--- src/cq_pkg.sv ---
package cq_pkg;

  localparam int DEPTH  = 8;
  localparam int IDX_W  = (DEPTH > 1) ? $clog2(DEPTH) : 1;
  localparam int DATA_W = 32;

  localparam logic [IDX_W-1:0] IDX_ZERO = '0;
  localparam logic [IDX_W-1:0] IDX_LAST = IDX_W'(DEPTH - 1);
  localparam logic [IDX_W-1:0] IDX_ONE  = IDX_W'(1);

  // Value shown on both element outputs while the deque is empty.
  localparam logic signed [DATA_W-1:0] EMPTY_VALUE = '1;

  typedef enum logic [2:0] {
    FUNC_PUSH_FRONT = 3'd0,
    FUNC_PUSH_REAR  = 3'd1,
    FUNC_POP_FRONT  = 3'd2,
    FUNC_POP_REAR   = 3'd3,
    FUNC_REPORT     = 3'd4
  } func_t;

  typedef enum logic [1:0] {
    STATUS_OK        = 2'd0,
    STATUS_OVERFLOW  = 2'd1,
    STATUS_UNDERFLOW = 2'd2
  } status_t;

  typedef enum logic [1:0] {
    S_IDLE,
    S_READ,
    S_RESP
  } state_t;

  // Commands from the controller to the datapath.
  typedef struct packed {
    logic take;     // request accepted this cycle: update pointers and store
    logic load_rd;  // read front and rear entries into the output registers
  } cmd_t;

endpackage

--- src/circular_deque.sv ---
// Double-ended queue of cq_pkg::DEPTH signed 32-bit elements held in a
// circular store. Each request carries an operation code (push front, push
// rear, pop front, pop rear, or report only; unused codes act as report
// only) and a value that only pushes use. Every request returns exactly one
// response with the front and rear elements after the operation (both -1
// while the deque is empty), an empty flag, and a status: ok, overflow (a
// push into a full deque is dropped and the store is left untouched), or
// underflow (a pop from an empty deque changes nothing). A push into an
// empty deque always lands in slot zero, and popping the last element
// returns both pointers to slot zero. One request is handled at a time. The
// pointers and the store are updated on the accepting edge, and the store is
// read at the new front and rear on the next edge through its registered
// read port. The response is valid from the cycle after that and is held on
// the outputs until it is taken. The next request is accepted in the cycle
// after the response is taken.
module circular_deque (
  input  logic                                clk,
  input  logic                                rst,
  input  logic                                in_valid,
  output logic                                in_ready,
  input  logic [2:0]                          func,
  input  logic signed [cq_pkg::DATA_W-1:0]    value_in,
  output logic                                out_valid,
  input  logic                                out_ready,
  output logic signed [cq_pkg::DATA_W-1:0]    front_value,
  output logic signed [cq_pkg::DATA_W-1:0]    rear_value,
  output logic                                is_empty,
  output logic [1:0]                          status
);
  import cq_pkg::*;

  // Commands from the sequencing controller to the pointer and store logic.
  cmd_t cmd;

  // The controller owns the handshake on both channels and steps each
  // request through accept, store read and response.
  cq_ctrl u_ctrl (
    .clk       (clk),
    .rst       (rst),
    .in_valid  (in_valid),
    .in_ready  (in_ready),
    .out_valid (out_valid),
    .out_ready (out_ready),
    .cmd       (cmd)
  );

  // The datapath holds the head and tail pointers, the empty flag, the
  // element store and the registered response fields.
  cq_dpath u_dpath (
    .clk         (clk),
    .rst         (rst),
    .cmd         (cmd),
    .func        (func),
    .value_in    (value_in),
    .front_value (front_value),
    .rear_value  (rear_value),
    .is_empty    (is_empty),
    .status      (status)
  );

endmodule

--- src/cq_ctrl.sv ---
module cq_ctrl (
  input  logic          clk,
  input  logic          rst,
  input  logic          in_valid,
  output logic          in_ready,
  output logic          out_valid,
  input  logic          out_ready,
  output cq_pkg::cmd_t  cmd
);
  import cq_pkg::*;

  state_t state;
  state_t state_next;

  always_ff @(posedge clk) begin
    if (rst) begin
      state <= S_IDLE;
    end else begin
      state <= state_next;
    end
  end

  always_comb begin
    state_next = state;
    unique case (state)
      S_IDLE: begin
        if (in_valid) begin
          state_next = S_READ;
        end
      end
      S_READ: begin
        state_next = S_RESP;
      end
      S_RESP: begin
        if (out_ready) begin
          state_next = S_IDLE;
        end
      end
      default: begin
        state_next = S_IDLE;
      end
    endcase
  end

  always_comb begin
    in_ready    = 1'b0;
    out_valid   = 1'b0;
    cmd.take    = 1'b0;
    cmd.load_rd = 1'b0;
    unique case (state)
      S_IDLE: begin
        in_ready = 1'b1;
        cmd.take = in_valid;
      end
      S_READ: begin
        cmd.load_rd = 1'b1;
      end
      S_RESP: begin
        out_valid = 1'b1;
      end
      default: begin
        in_ready = 1'b0;
      end
    endcase
  end

endmodule

--- src/cq_dpath.sv ---
module cq_dpath (
  input  logic                                clk,
  input  logic                                rst,
  input  cq_pkg::cmd_t                        cmd,
  input  logic [2:0]                          func,
  input  logic signed [cq_pkg::DATA_W-1:0]    value_in,
  output logic signed [cq_pkg::DATA_W-1:0]    front_value,
  output logic signed [cq_pkg::DATA_W-1:0]    rear_value,
  output logic                                is_empty,
  output logic [1:0]                          status
);
  import cq_pkg::*;

  logic signed [DATA_W-1:0] mem [DEPTH];

  logic [IDX_W-1:0] head;
  logic [IDX_W-1:0] head_next;
  logic [IDX_W-1:0] tail;
  logic [IDX_W-1:0] tail_next;
  logic             empty;
  logic             empty_next;
  status_t          st;
  status_t          st_next;

  logic             wr_en;
  logic [IDX_W-1:0] wr_addr;
  logic [IDX_W-1:0] head_inc;
  logic [IDX_W-1:0] head_dec;
  logic [IDX_W-1:0] tail_inc;
  logic [IDX_W-1:0] tail_dec;
  logic             full;

  logic signed [DATA_W-1:0] rd_front;
  logic signed [DATA_W-1:0] rd_rear;

  // Pointer moves wrap in both directions.
  assign head_inc = (head == IDX_LAST) ? IDX_ZERO : head + IDX_ONE;
  assign head_dec = (head == IDX_ZERO) ? IDX_LAST : head - IDX_ONE;
  assign tail_inc = (tail == IDX_LAST) ? IDX_ZERO : tail + IDX_ONE;
  assign tail_dec = (tail == IDX_ZERO) ? IDX_LAST : tail - IDX_ONE;
  assign full     = !empty && (tail_inc == head);

  always_comb begin
    head_next  = head;
    tail_next  = tail;
    empty_next = empty;
    st_next    = STATUS_OK;
    wr_en      = 1'b0;
    wr_addr    = IDX_ZERO;
    unique case (func)
      FUNC_PUSH_FRONT, FUNC_PUSH_REAR: begin
        if (full) begin
          st_next = STATUS_OVERFLOW;
        end else if (empty) begin
          head_next  = IDX_ZERO;
          tail_next  = IDX_ZERO;
          empty_next = 1'b0;
          wr_en      = 1'b1;
          wr_addr    = IDX_ZERO;
        end else if (func == FUNC_PUSH_FRONT) begin
          head_next = head_dec;
          wr_en     = 1'b1;
          wr_addr   = head_dec;
        end else begin
          tail_next = tail_inc;
          wr_en     = 1'b1;
          wr_addr   = tail_inc;
        end
      end
      FUNC_POP_FRONT, FUNC_POP_REAR: begin
        if (empty) begin
          st_next = STATUS_UNDERFLOW;
        end else if (head == tail) begin
          head_next  = IDX_ZERO;
          tail_next  = IDX_ZERO;
          empty_next = 1'b1;
        end else if (func == FUNC_POP_FRONT) begin
          head_next = head_inc;
        end else begin
          tail_next = tail_dec;
        end
      end
      default: begin
        st_next = STATUS_OK;
      end
    endcase
  end

  always_ff @(posedge clk) begin
    if (rst) begin
      head  <= IDX_ZERO;
      tail  <= IDX_ZERO;
      empty <= 1'b1;
      st    <= STATUS_OK;
    end else if (cmd.take) begin
      head  <= head_next;
      tail  <= tail_next;
      empty <= empty_next;
      st    <= st_next;
    end
  end

  always_ff @(posedge clk) begin
    if (cmd.take && wr_en) begin
      mem[wr_addr] <= value_in;
    end
  end

  always_ff @(posedge clk) begin
    if (cmd.load_rd) begin
      rd_front <= mem[head];
      rd_rear  <= mem[tail];
    end
  end

  assign front_value = empty ? EMPTY_VALUE : rd_front;
  assign rear_value  = empty ? EMPTY_VALUE : rd_rear;
  assign is_empty    = empty;
  assign status      = st;

endmodule
--- config.mk ---
export PLATFORM = sky130hd
export DESIGN_NAME = circular_deque
export DESIGN_NICKNAME = d
export VERILOG_FILES = /design/src/cq_pkg.sv /design/src/circular_deque.sv /design/src/cq_ctrl.sv /design/src/cq_dpath.sv
export SDC_FILE = /design/constraint.sdc
export NUM_CORES = 1
export LEC_CHECK = 0
export ABC_AREA = 1
export ABC_CLOCK_PERIOD_IN_PS = 10800
export BUFFER_PORTS_ARGS = -buffer_cell sky130_fd_sc_hd__buf_2
export CAP_MARGIN = 25
export CORE_ASPECT_RATIO = 1.1
export CORE_MARGIN = 2
export CORE_UTILIZATION = 50
export CTS_BUF_LIST = sky130_fd_sc_hd__clkbuf_2 sky130_fd_sc_hd__clkbuf_4 sky130_fd_sc_hd__clkbuf_8
export CTS_CLUSTER_SIZE = 30
export DETAILED_ROUTE_END_ITERATION = 6
export PLACE_DENSITY = 0.66
export SYNTH_ARGS = -nofsm -noshare
export SYNTH_HDL_FRONTEND = slang
export SYNTH_SLANG_ARGS = --single-unit
--- constraint.sdc ---
create_clock -name clk -period 10.8 [get_ports clk]
set_input_delay 2.16 -clock clk [delete_from_list [all_inputs] [get_ports clk]]
set_output_delay 2.16 -clock clk [all_outputs]
set_load 0.05 [all_outputs]
==> results of run 1 <==
-- metal layers --
metal | vias up | share of wire (%) | track usage (%) | routed length (µm)
met5 | - | 0 | 0 | 0
met4 | 0 | 2.6 | 9.22 | 962
met3 | 83 | 6.0 | 3.27 | 2220
met2 | 428 | 49 | 38.5 | 18200
met1 | 5462 | 42 | 30.5 | 15700
li1 | 5366 | - | - | -
-- placed cells by master, fill, tap and decap left out, types with 7 or more instances in the layout --
master,n
inv_1,106
o21ai_1,11
nor2_4,13
ha_1,8
clkinv_2,7
clkbuf_4,13
inv_2,10
buf_4,14
nand2_1,171
buf_2,107
a21oi_1,140
a31oi_1,64
clkinv_1,16
o21ai_0,254
or2_2,65
edfxtp_1,320
o211ai_1,64
nor2_1,88
clkbuf_8,55
-- cell families (layout without fill, tap and decap cells) --
family                   after synthesis  in the layout
XOR/XNOR                               3              3
AO/OA/AOI/OAI                        535            535
adder cells (fa/ha/maj)                8              8
other                                  0              2
buffers and inverters                223            341
AND/OR/NAND/NOR                      356            356
flip-flops                           331            331
-- cell type report --
cell class	count	area share, %
flip-flops and latches	331	56.5
multi-input cells	902	27.0
clock buffers	68	4.91
repair buffers	128	4.74
well taps	414	2.97
inverters	118	2.56
clock inverters	27	1.26
diodes	2	0.0287
-- Yosys cell counts, drive strengths merged, types with 8 or more instances --
| master | count | area [µm²] |
|---|---|---|
| edfxtp | 320 | 9610 |
| nand2 | 179 | 702 |
| or2 | 65 | 407 |
| buf | 38 | 200 |
| ha | 8 | 100 |
| o21ai | 266 | 1340 |
| a31oi | 64 | 400 |
| clkbuf | 67 | 254 |
| a21oi | 140 | 701 |
| dfxtp | 11 | 220 |
| o211ai | 64 | 480 |
| nor2 | 104 | 435 |
| inv | 117 | 442 |
-- power breakdown --
| group | total (mW) | switching (mW) | internal (mW) |
|---|---|---|---|
| registers | 1.46 | 0.0162 | 1.44 |
| clock network | 1.09 | 0.480 | 0.611 |
| logic | 0.318 | 0.230 | 0.0874 |
| total | 2.87 | 0.727 | 2.14 |
-- worst max-delay path by stage --
stage / depth (start not counted) / to / from
global route: 3 / rear_value[11] / u_dpath.is_empty$_SDFFE_PP1P_
floorplan: 7 / u_dpath.mem[6][0]$_DFFE_PP_ / func[1]
CTS: 3 / rear_value[11] / u_dpath.is_empty$_SDFFE_PP1P_
detailed placement: 8 / u_dpath.mem[4][7]$_DFFE_PP_ / func[1]
finish: 3 / rear_value[11] / u_dpath.is_empty$_SDFFE_PP1P_
global placement: 8 / u_dpath.mem[1][8]$_DFFE_PP_ / func[1]
-- flip-flops by register name, indices dropped and copies added, names as in the netlist --
register,cells
u_dpath.status,2
u_ctrl.state,2
u_dpath.is_empty,1
u_dpath.tail,3
u_dpath.head,3
u_dpath.rd_rear,32
u_dpath.mem,256
u_dpath.rd_front,32
-- tightest hold or removal path, cell delays in order, from the launching register on --
cell	delay, ns
dfxtp_1	0.33
o21ai_0	0.09
a21oi_1	0.10
==> flow_metrics.py, run 1 <==
metrics = {
    "detailed_routing": {
        "dr_total_vias": 11300,
        "drtPass1Iterations": 6,
        "vias_per_cell": 5.70,
        "ant_nets": 0,
        "routed_wl_mm": 37.1,
        "routedWlPerCell_um": 18.7,
        "drt_iter0_drc": 1291,
        "route.detailed.drc": 0,
    },
    "grt": {
        "grt_pass1_wl_mm": 57.8,
        "overflow": 0,
        "grt_pass1_vias": 11000,
        "grt_max_degree": 105,
        "antenna_found_initial": 2,
        "grtUsageTotal_pct": 23.1,
    },
    "setup_path": {
        "cp_top_family": "buffers and inverters",
        "cp_max_fo": 71,
        "crit_required_ns": 8.64,
        "start_kind": "register",
        "regToRegStartpoint": "u_dpath.tail[0]$_SDFFE_PP0P_",
        "cp_cell_sequence": "buf_4 > or2_2 > buf_2",
        "worstPathArrival_ns": 1.89,
        "cp-end-kind": "output pin",
        "crit_type": "register to output pin",
        "r2r-end": "u_dpath.mem[1][14]$_DFFE_PP_",
        "cp_slowest_stage_delay_ns": 0.52,
        "worst_path_max_delay_cell": "buf_4",
        "r2r_cells": 11,
        "path_buf_inv": 2,
        "r2r_slack_ns": 6.99,
    },
    "synth": {
        "synth_mux_area_share_pct": 0,
        "synth-edff-count": 320,
        "synth_cell_types": 33,
        "syn_inst": 1456,
        "synth_seq_cells": 331,
        "synth-simple-area-share_pct": 10.4,
        "async_reset_ff_share_pct": 0,
        "synth_area_mm2": 0.0154,
        "synthFlopType": "edfxtp_1",
        "synth-xor-area-share_pct": 0.171,
        "synthAdderAreaFrac_pct": 0.651,
        "synth_top_family_by_area": "compound AO/OA/AOI/OAI gates",
        "yosysWarnings": 0,
        "synth-compound-area-share_pct": 19.0,
        "yosysSeqAreaShare_pct": 63.9,
        "syn_nets": 1503,
        "syn_area_per_cell_um2": 10.6,
    },
    "timing": {
        "fin_worst_skew_ns": 0.0153,
        "hold_viol_final": 0,
        "rsz0062_at_grt": "no",
        "maxSlewHeadroom_pct": 31.6,
        "tns_ns": 0,
        "period_minus_slack_ns": 4.05,
        "holdWs_ns": 0.557,
        "period_share_pct": 37.5,
        "slew_violations": 0,
        "worst_pin_slew_ns": 1.03,
        "setup_ws_ns": 6.75,
        "fmax_mhz": 247,
        "setup_violations": 0,
    },
    "floorplanning": {
        "start_util_pct": 50.7,
        "die_area_mm2": 0.0322,
        "die_w_um": 171,
        "rows": 67,
        "core_area_mm2": 0.0303,
        "io_pins": 108,
        "die_y_um": 188,
    },
    "pwr": {
        "power_density_mw_per_mm2": 165,
        "ir_worst_vdd_v": 0.0000832,
        "p_total_mw": 2.87,
        "leakagePower_nw": 5.96,
    },
    "cts": {
        "clock_path_buffers": 3,
        "post_cts_buffers": 0,
        "cts_sinks": 331,
        "cts_tree": "done",
        "clock_latency_ns": 0.58,
        "cts_buffers": 52,
        "post_cts_resized": 0,
        "cts_hold_repair.buffers": 0,
        "ctsHtreeMaxLevel": 2,
        "cts.clk_slew.worst_paths_ns": 0.06,
        "clockRootBuffer": "clkbuf_8",
    },
    "place": {
        "postPlaceCellArea_mm2": 0.0163,
        "dp_slack_ns": 6.30,
        "place_hpwl_mm": 20.5,
        "placed_cells": 1890,
        "io_buffers": 107,
        "gp_congestion": 0.818,
    },
    "final_layout": {
        "layout-drive-gt1-share_pct": 20.1,
        "syn_to_final_growth_pct": 13.3,
        "design_area_mm2": 0.0174,
        "finalNetCount": 1580,
        "final_cells": 1990,
        "fin_util_pct": 57.4,
        "fillCellCount": 2583,
        "regArea_mm2": 0.00985,
        "multiInputGateArea_mm2": 0.00470,
    },
    "min_path": {
        "hp-class": "register to register",
        "hold_depth": 2,
        "holdPathEnd": "u_dpath.status[1]$_SDFFE_PP0P_",
        "min_from": "u_dpath.status[1]$_SDFFE_PP0P_",
    },
    "run": {
        "drv_cap": 0,
    },
    "status": {
        "outcome": "finished clean",
    },
}
Note: power is estimated with default switching activity, not from simulation.
==> run 2, diff against run 1 <==
--- a/config.mk
+++ b/config.mk
@@ -6,7 +6,7 @@
 export NUM_CORES = 1
 export LEC_CHECK = 0
 export ABC_AREA = 1
-export ABC_CLOCK_PERIOD_IN_PS = 10800
+export ABC_CLOCK_PERIOD_IN_PS = 3700
 export BUFFER_PORTS_ARGS = -buffer_cell sky130_fd_sc_hd__buf_2
 export CAP_MARGIN = 25
 export CORE_ASPECT_RATIO = 1.1
@@ -15,7 +15,7 @@
 export CTS_BUF_LIST = sky130_fd_sc_hd__clkbuf_2 sky130_fd_sc_hd__clkbuf_4 sky130_fd_sc_hd__clkbuf_8
 export CTS_CLUSTER_SIZE = 30
 export DETAILED_ROUTE_END_ITERATION = 6
-export PLACE_DENSITY = 0.66
+export PLACE_DENSITY = 0.69
 export SYNTH_ARGS = -nofsm -noshare
 export SYNTH_HDL_FRONTEND = slang
 export SYNTH_SLANG_ARGS = --single-unit
==> constraint.sdc (replaced) <==
create_clock -name clk -period 3.7 [get_ports clk]
set_input_delay 0.74 -clock clk [delete_from_list [all_inputs] [get_ports clk]]
set_output_delay 0.74 -clock clk [all_outputs]
set_load 0.05 [all_outputs]
==> run 2 against run 1 <==
Worst hold slack lost 0.21 ns. Worst setup slack worse by 6.0 ns. Cell count hardly changed. Critical endpoint is now u_dpath.mem[3][7]$_DFFE_PP_. Utilization fell by 0.41 points.
==> flow_metrics.py, run 2 (synthesized netlist as in run 1, its figures left out) <==
metrics = {
    "setup_path": {
        "crit_type": "register to register",
        "start_kind": "register",
        "crit_required_ns": 3.97,
        "cp_slowest_stage_delay_ns": 0.63,
        "cp_max_fo": 81,
        "r2r-end": "u_dpath.mem[3][7]$_DFFE_PP_",
        "regToRegStartpoint": "u_dpath.tail[0]$_SDFFE_PP0P_",
        "r2r_slack_ns": 0.77,
        "worst_path_max_delay_cell": "buf_4",
        "r2r_cells": 10,
        "cp_cell_sequence": "buf_4 > o21ai_1 > nand2_2 > nor2_4 > nand2_2 > nand2_2 > nor2_4 > nand2_1 > nor2_4 > buf_12",
        "worstPathArrival_ns": 3.20,
        "cp-end-kind": "register",
    },
    "cts": {
        "clock_latency_ns": 0.59,
        "post_cts_buffers": 0,
        "clock_path_buffers": 3,
        "post_cts_resized": 0,
        "cts_buffers": 51,
        "cts.clk_slew.worst_paths_ns": 0.06,
        "ctsHtreeMaxLevel": 2,
        "clockRootBuffer": "clkbuf_8",
        "cts_sinks": 331,
        "cts_hold_repair.buffers": 0,
        "cts_tree": "done",
    },
    "final_layout": {
        "design_area_mm2": 0.0173,
        "largest_register_ffs": 256,
        "largestRegisters": "u_dpath.mem (256), u_dpath.rd_front (32), u_dpath.rd_rear (32)",
        "antenna_cells": 0,
        "finalNetCount": 1587,
        "layout-drive-gt1-share_pct": 20.7,
        "regMostFlops": "u_dpath.mem",
        "final_cells": 1989,
        "layout_common_cells": "320 x edfxtp_1, 254 x o21ai_0, 171 x nand2_1",
        "fin_util_pct": 57.0,
        "syn_to_final_growth_pct": 12.5,
        "final_common_cell": "edfxtp_1",
    },
    "grt": {
        "met3_usage_pct": 4.05,
        "antenna_found_initial": 0,
        "grt_use_met1_pct": 30.9,
        "grtUsageTotal_pct": 23.1,
        "use_met2_pct": 37.6,
        "grt_pass1_vias": 10900,
        "overflow": 0,
        "grt_max_degree": 99,
        "grt_pass1_wl_mm": 57.7,
        "top_usage_layer": "met2",
    },
    "place": {
        "io_buffers": 107,
        "postPlaceCellArea_mm2": 0.0163,
        "placed_cells": 1900,
        "gp_congestion": 0.877,
        "dp_slack_ns": 0.527,
        "place_hpwl_mm": 21.3,
    },
    "timing": {
        "worst_pin_slew_ns": 1.05,
        "tns_ns": 0,
        "slew_violations": 0,
        "maxSlewHeadroom_pct": 30.0,
        "setup_violations": 0,
        "fin_worst_skew_ns": 0.0236,
        "period_minus_slack_ns": 2.93,
        "holdWs_ns": 0.348,
        "period_share_pct": 79.2,
        "setup_ws_ns": 0.769,
        "rsz0062_at_grt": "no",
        "fmax_mhz": 341,
        "hold_viol_final": 0,
    },
    "detailed_routing": {
        "drtPass1Iterations": 5,
        "route.detailed.drc": 0,
        "dr_total_vias": 11400,
        "drt_iter0_drc": 1226,
        "ant_nets": 0,
        "routed_wl_mm": 37.4,
        "routedWlPerCell_um": 18.8,
        "vias_per_cell": 5.75,
    },
    "min_path": {
        "hp-class": "primary input to register",
        "hold_depth": 2,
        "min_from": "rst",
        "holdPathEnd": "u_ctrl.state[1]$_SDFFE_PP0P_",
    },
    "pwr": {
        "ir_worst_vdd_v": 0.000268,
        "p_total_mw": 8.10,
        "power_density_mw_per_mm2": 469,
        "leakagePower_nw": 5.92,
    },
    "status": {
        "outcome": "finished clean",
    },
    "run": {
        "drv_cap": 0,
    },
    "floorplanning": {
        "die_y_um": 188,
        "die_w_um": 171,
        "die_area_mm2": 0.0322,
        "start_util_pct": 50.7,
        "core_area_mm2": 0.0303,
        "rows": 67,
        "io_pins": 108,
    },
}
[run 2: changes by cell type in the layout (fill, tap and decap cells not counted), sizes merged]
cell	change
clkinv	-6
inv	-2
buf	+8
clkinvlp	+1
clkbuf	+3
diode	-2
bufinv	-3
[run 2: worst max path at each step]
stage | endpoint | from | slack, ns
after floorplan | u_dpath.mem[6][0]$_DFFE_PP_ | u_dpath.tail[1]$_SDFFE_PP0P_ | 0.13
after global placement | u_dpath.mem[1][7]$_DFFE_PP_ | u_dpath.tail[0]$_SDFFE_PP0P_ | 0.56
after detailed placement | u_dpath.mem[1][5]$_DFFE_PP_ | u_dpath.tail[0]$_SDFFE_PP0P_ | 0.53
after CTS | u_dpath.mem[1][3]$_DFFE_PP_ | u_dpath.tail[0]$_SDFFE_PP0P_ | 0.51
after global routing | u_dpath.mem[3][3]$_DFFE_PP_ | u_dpath.tail[0]$_SDFFE_PP0P_ | 0.55
final | u_dpath.mem[3][7]$_DFFE_PP_ | u_dpath.tail[0]$_SDFFE_PP0P_ | 0.77
[run 2: final cells by class]
cell class / instances / area [µm²]
clock buffer: 71 / 852
clock inverter: 17 / 103
fill: 2565 / 13100
inverter: 118 / 447
multi-input combinational: 902 / 4700
sequential: 331 / 9850
tap: 414 / 518
timing repair buffer: 136 / 823
[run 2: power by group]
group / leakage [nW] / total [mW] / switching, mW / internal [mW]
sequential: 2.99 / 4.24 / 0.0233 / 4.22
clock: 0.513 / 2.90 / 1.35 / 1.55
combinational: 2.42 / 0.965 / 0.708 / 0.257
total: 5.92 / 8.10 / 2.08 / 6.02
[run 2: metal layers]
metal / wire length [µm] / share of wire [%]
met2: 17600 / 47
met3: 3060 / 8.2
met4: 1150 / 3.1
met1: 15500 / 42
met5: 0 / 0
[run 2: worst max-delay path: cells and delay by family, from the launching register on]
kind,cells,cell delay (ns)
flip-flops,1,0.39
AND/OR/NAND/NOR,7,1.14
buffers and inverters,2,0.89
AO/OA/AOI/OAI,1,0.18
==> run 3, diff against run 2 <==
--- a/config.mk
+++ b/config.mk
@@ -5,8 +5,8 @@
 export SDC_FILE = /design/constraint.sdc
 export NUM_CORES = 1
 export LEC_CHECK = 0
-export ABC_AREA = 1
-export ABC_CLOCK_PERIOD_IN_PS = 3700
+export ABC_AREA = 0
+export ABC_CLOCK_PERIOD_IN_PS = 2900
 export BUFFER_PORTS_ARGS = -buffer_cell sky130_fd_sc_hd__buf_2
 export CAP_MARGIN = 25
 export CORE_ASPECT_RATIO = 1.1
@@ -15,7 +15,7 @@
 export CTS_BUF_LIST = sky130_fd_sc_hd__clkbuf_2 sky130_fd_sc_hd__clkbuf_4 sky130_fd_sc_hd__clkbuf_8
 export CTS_CLUSTER_SIZE = 30
 export DETAILED_ROUTE_END_ITERATION = 6
-export PLACE_DENSITY = 0.69
+export PLACE_DENSITY = 0.66
 export SYNTH_ARGS = -nofsm -noshare
 export SYNTH_HDL_FRONTEND = slang
 export SYNTH_SLANG_ARGS = --single-unit
==> constraint.sdc (replaced) <==
create_clock -name clk -period 2.9 [get_ports clk]
set_input_delay 0.58 -clock clk [delete_from_list [all_inputs] [get_ports clk]]
set_output_delay 0.58 -clock clk [all_outputs]
set_load 0.05 [all_outputs]
==> run 3 against run 2 <==
Flip-flop and latch count unchanged. Combinational power fell by 12%. Cell count is 35% lower. Sequential share of layout area up 0.40 points. Critical path depth is 4 lower. Count of clock-buffer cells in the layout down 6. Global-route usage is 2.3 points lower. Final area fell by 0.70%. Sequential power grew 27%. Worst setup slack lost 0.44 ns. Register-to-register slack lost 0.44 ns. Critical path type unchanged. Critical endpoint is now u_dpath.head[2]$_SDFFE_PP0P_. Largest cell class unchanged. Largest power group unchanged.
==> flow_metrics.py, run 3 <==
metrics = {
    "timing": {
        "worst_pin_slew_ns": 1.06,
        "tns_ns": 0,
        "fmax_mhz": 389,
        "maxSlewHeadroom_pct": 29.2,
        "rsz0062_at_grt": "no",
        "period_minus_slack_ns": 2.57,
        "fin_worst_skew_ns": 0.0314,
        "holdWs_ns": 0.259,
        "hold_viol_final": 0,
        "slew_violations": 0,
        "period_share_pct": 88.7,
        "setup_violations": 0,
    },
    "grt": {
        "grt_pass1_wl_mm": 48.2,
        "antenna_found_initial": 1,
        "grtUsageTotal_pct": 20.8,
        "grt_pass1_vias": 8269,
        "overflow": 0,
        "grt_max_degree": 77,
    },
    "detailed_routing": {
        "routedWlPerCell_um": 24.2,
        "route.detailed.drc": 0,
        "ant_nets": 0,
        "vias_per_cell": 5.90,
        "drt-met1-wl_mm": 13.0,
        "dr_total_vias": 7654,
        "routed-wl-met2_mm": 16.3,
        "wl_met3_mm": 1.55,
        "drt_iter0_drc": 564,
        "highest_layer": "met4",
        "routed_wl_mm": 31.4,
        "drtPass1Iterations": 5,
    },
    "setup_path": {
        "worstPathArrival_ns": 3.05,
        "cp_max_fo": 66,
        "cp-end-kind": "register",
        "start_kind": "register",
        "crit_type": "register to register",
        "crit_required_ns": 3.38,
    },
    "final_layout": {
        "finalNetCount": 931,
        "layout_common_cells": "320 x edfxtp_1, 128 x mux4_2, 107 x buf_2",
        "final_common_cell": "edfxtp_1",
        "regMostFlops": "u_dpath.mem",
        "fin_util_pct": 58.4,
        "largestRegisters": "u_dpath.mem (256), u_dpath.rd_front (32), u_dpath.rd_rear (32)",
        "layout-drive-gt1-share_pct": 54.5,
        "largest_register_ffs": 256,
        "design_area_mm2": 0.0172,
        "syn_to_final_growth_pct": 15.7,
    },
    "cts": {
        "clockRootBuffer": "clkbuf_8",
        "post_cts_resized": 0,
        "cts.clk_slew.worst_paths_ns": 0.07,
        "post_cts_buffers": 0,
        "ctsHtreeMaxLevel": 2,
        "cts_buffers": 52,
        "cts_sinks": 331,
        "clock_latency_ns": 0.59,
        "cts_tree": "done",
        "clock_path_buffers": 3,
        "cts_hold_repair.buffers": 0,
    },
    "pwr": {
        "ir_worst_vdd_v": 0.000410,
        "leakagePower_nw": 5.33,
        "power_density_mw_per_mm2": 601,
    },
    "synth": {
        "async_reset_ff_share_pct": 0,
        "synthMostInstantiatedCell": "edfxtp_1",
        "yosysWarnings": 0,
        "syn_area_per_cell_um2": 19.9,
        "synth_seq_cells": 331,
        "synth_area_mm2": 0.0148,
        "synth_cell_types": 49,
        "syn_inst": 744,
        "syn_nets": 791,
        "synth_area_leaders": "edfxtp_1 65%, mux4_2 19%, mux2_2 4.9%, or2_2 2.7%, dfxtp_1 1.5%",
        "yosysTopAreaCellShare_pct": 64.7,
        "yosysTopAreaCell": "edfxtp_1",
        "synth-edff-count": 320,
        "yosysSeqAreaShare_pct": 66.2,
        "synthFlopType": "edfxtp_1",
        "synthTopCellsByCount": "320 x edfxtp_1, 128 x mux4_2, 64 x mux2_2, 64 x or2_2, 23 x buf_2",
    },
    "floorplanning": {
        "core_area_mm2": 0.0294,
        "start_util_pct": 50.5,
        "die_area_mm2": 0.0311,
        "io_pins": 108,
        "die_w_um": 168,
        "die_y_um": 185,
        "rows": 66,
    },
    "min_path": {
        "hp-class": "primary input to register",
    },
    "place": {
        "io_buffers": 107,
        "postPlaceCellArea_mm2": 0.0161,
        "gp_congestion": 0.858,
        "place_hpwl_mm": 18.6,
    },
    "run": {
        "drv_cap": 0,
    },
    "status": {
        "outcome": "finished clean",
    },
}
==> run 3: final timing paths <==
path | start | end | slack [ns] | depth (start not counted)
worst max-delay path | u_dpath.tail[1]$_SDFFE_PP0P_ | u_dpath.head[2]$_SDFFE_PP0P_ | 0.33 | 6
worst min-delay path | value_in[19] | u_dpath.mem[6][19]$_DFFE_PP_ | 0.26 | 1
worst max register to register | u_dpath.tail[1]$_SDFFE_PP0P_ | u_dpath.head[2]$_SDFFE_PP0P_ | 0.33 | 6
worst min register to register | u_dpath.status[1]$_SDFFE_PP0P_ | u_dpath.status[1]$_SDFFE_PP0P_ | 0.49 | 2
==> run 3: kinds of logic after synthesis <==
family / Yosys count / synth area share, %
DFF: 331 / 66.2
muxes: 194 / 24.4
and+or+nand+nor: 116 / 4.65
buffers and inverters: 57 / 1.92
AOI/OAI and AO/OA: 33 / 1.76
adders and majority gates: 8 / 0.674
xor gates and xnor gates: 5 / 0.346
==> run 3: critical path: stages, from the launching register on <==
cell	delay (ns)
dfxtp_4	0.35
buf_4	0.80
xor2_1	0.28
or3_1	0.54
a32o_1	0.30
mux2i_1	0.13
nor2_1	0.05
==> run 3: area by class of cell <==
type                            count  area [µm²]
Sequential cell                   331        9850
Fill cell                        2188       12200
Inverter                            8        30.0
Clock inverter                     28         260
Tap cell                          374         468
Antenna cell                        1        2.50
Timing Repair Buffer              135         916
Multi-Input combinational cell    356        4820
Clock buffer                       65         826
==> run 3: routing by layer <==
layer | up-vias | track usage (%)
met1 | 3987 | 27.6
met4 | 0 | 6.28
met2 | 250 | 35.8
met3 | 46 | 3.31
met5 | - | 0
li1 | 3371 | -
==> run 3: power breakdown <==
group | internal (mW) | switching, mW
Combinational | 0.356 | 0.493
Clock | 2.32 | 1.79
Sequential | 5.34 | 0.0271
==> run 3: metrics by stage <==
stage,instances,setup slack (ns),power [mW]
6_report,1298,0.328,10.3
5_1_grt,1298,0.193,10.7
4_1_cts,1296,0.262,10.4
3_5_place_dp,1203,0.249,6.32
3_3_place_gp,1203,0.288,6.31
2_1_floorplan,744,-0.405,6.08
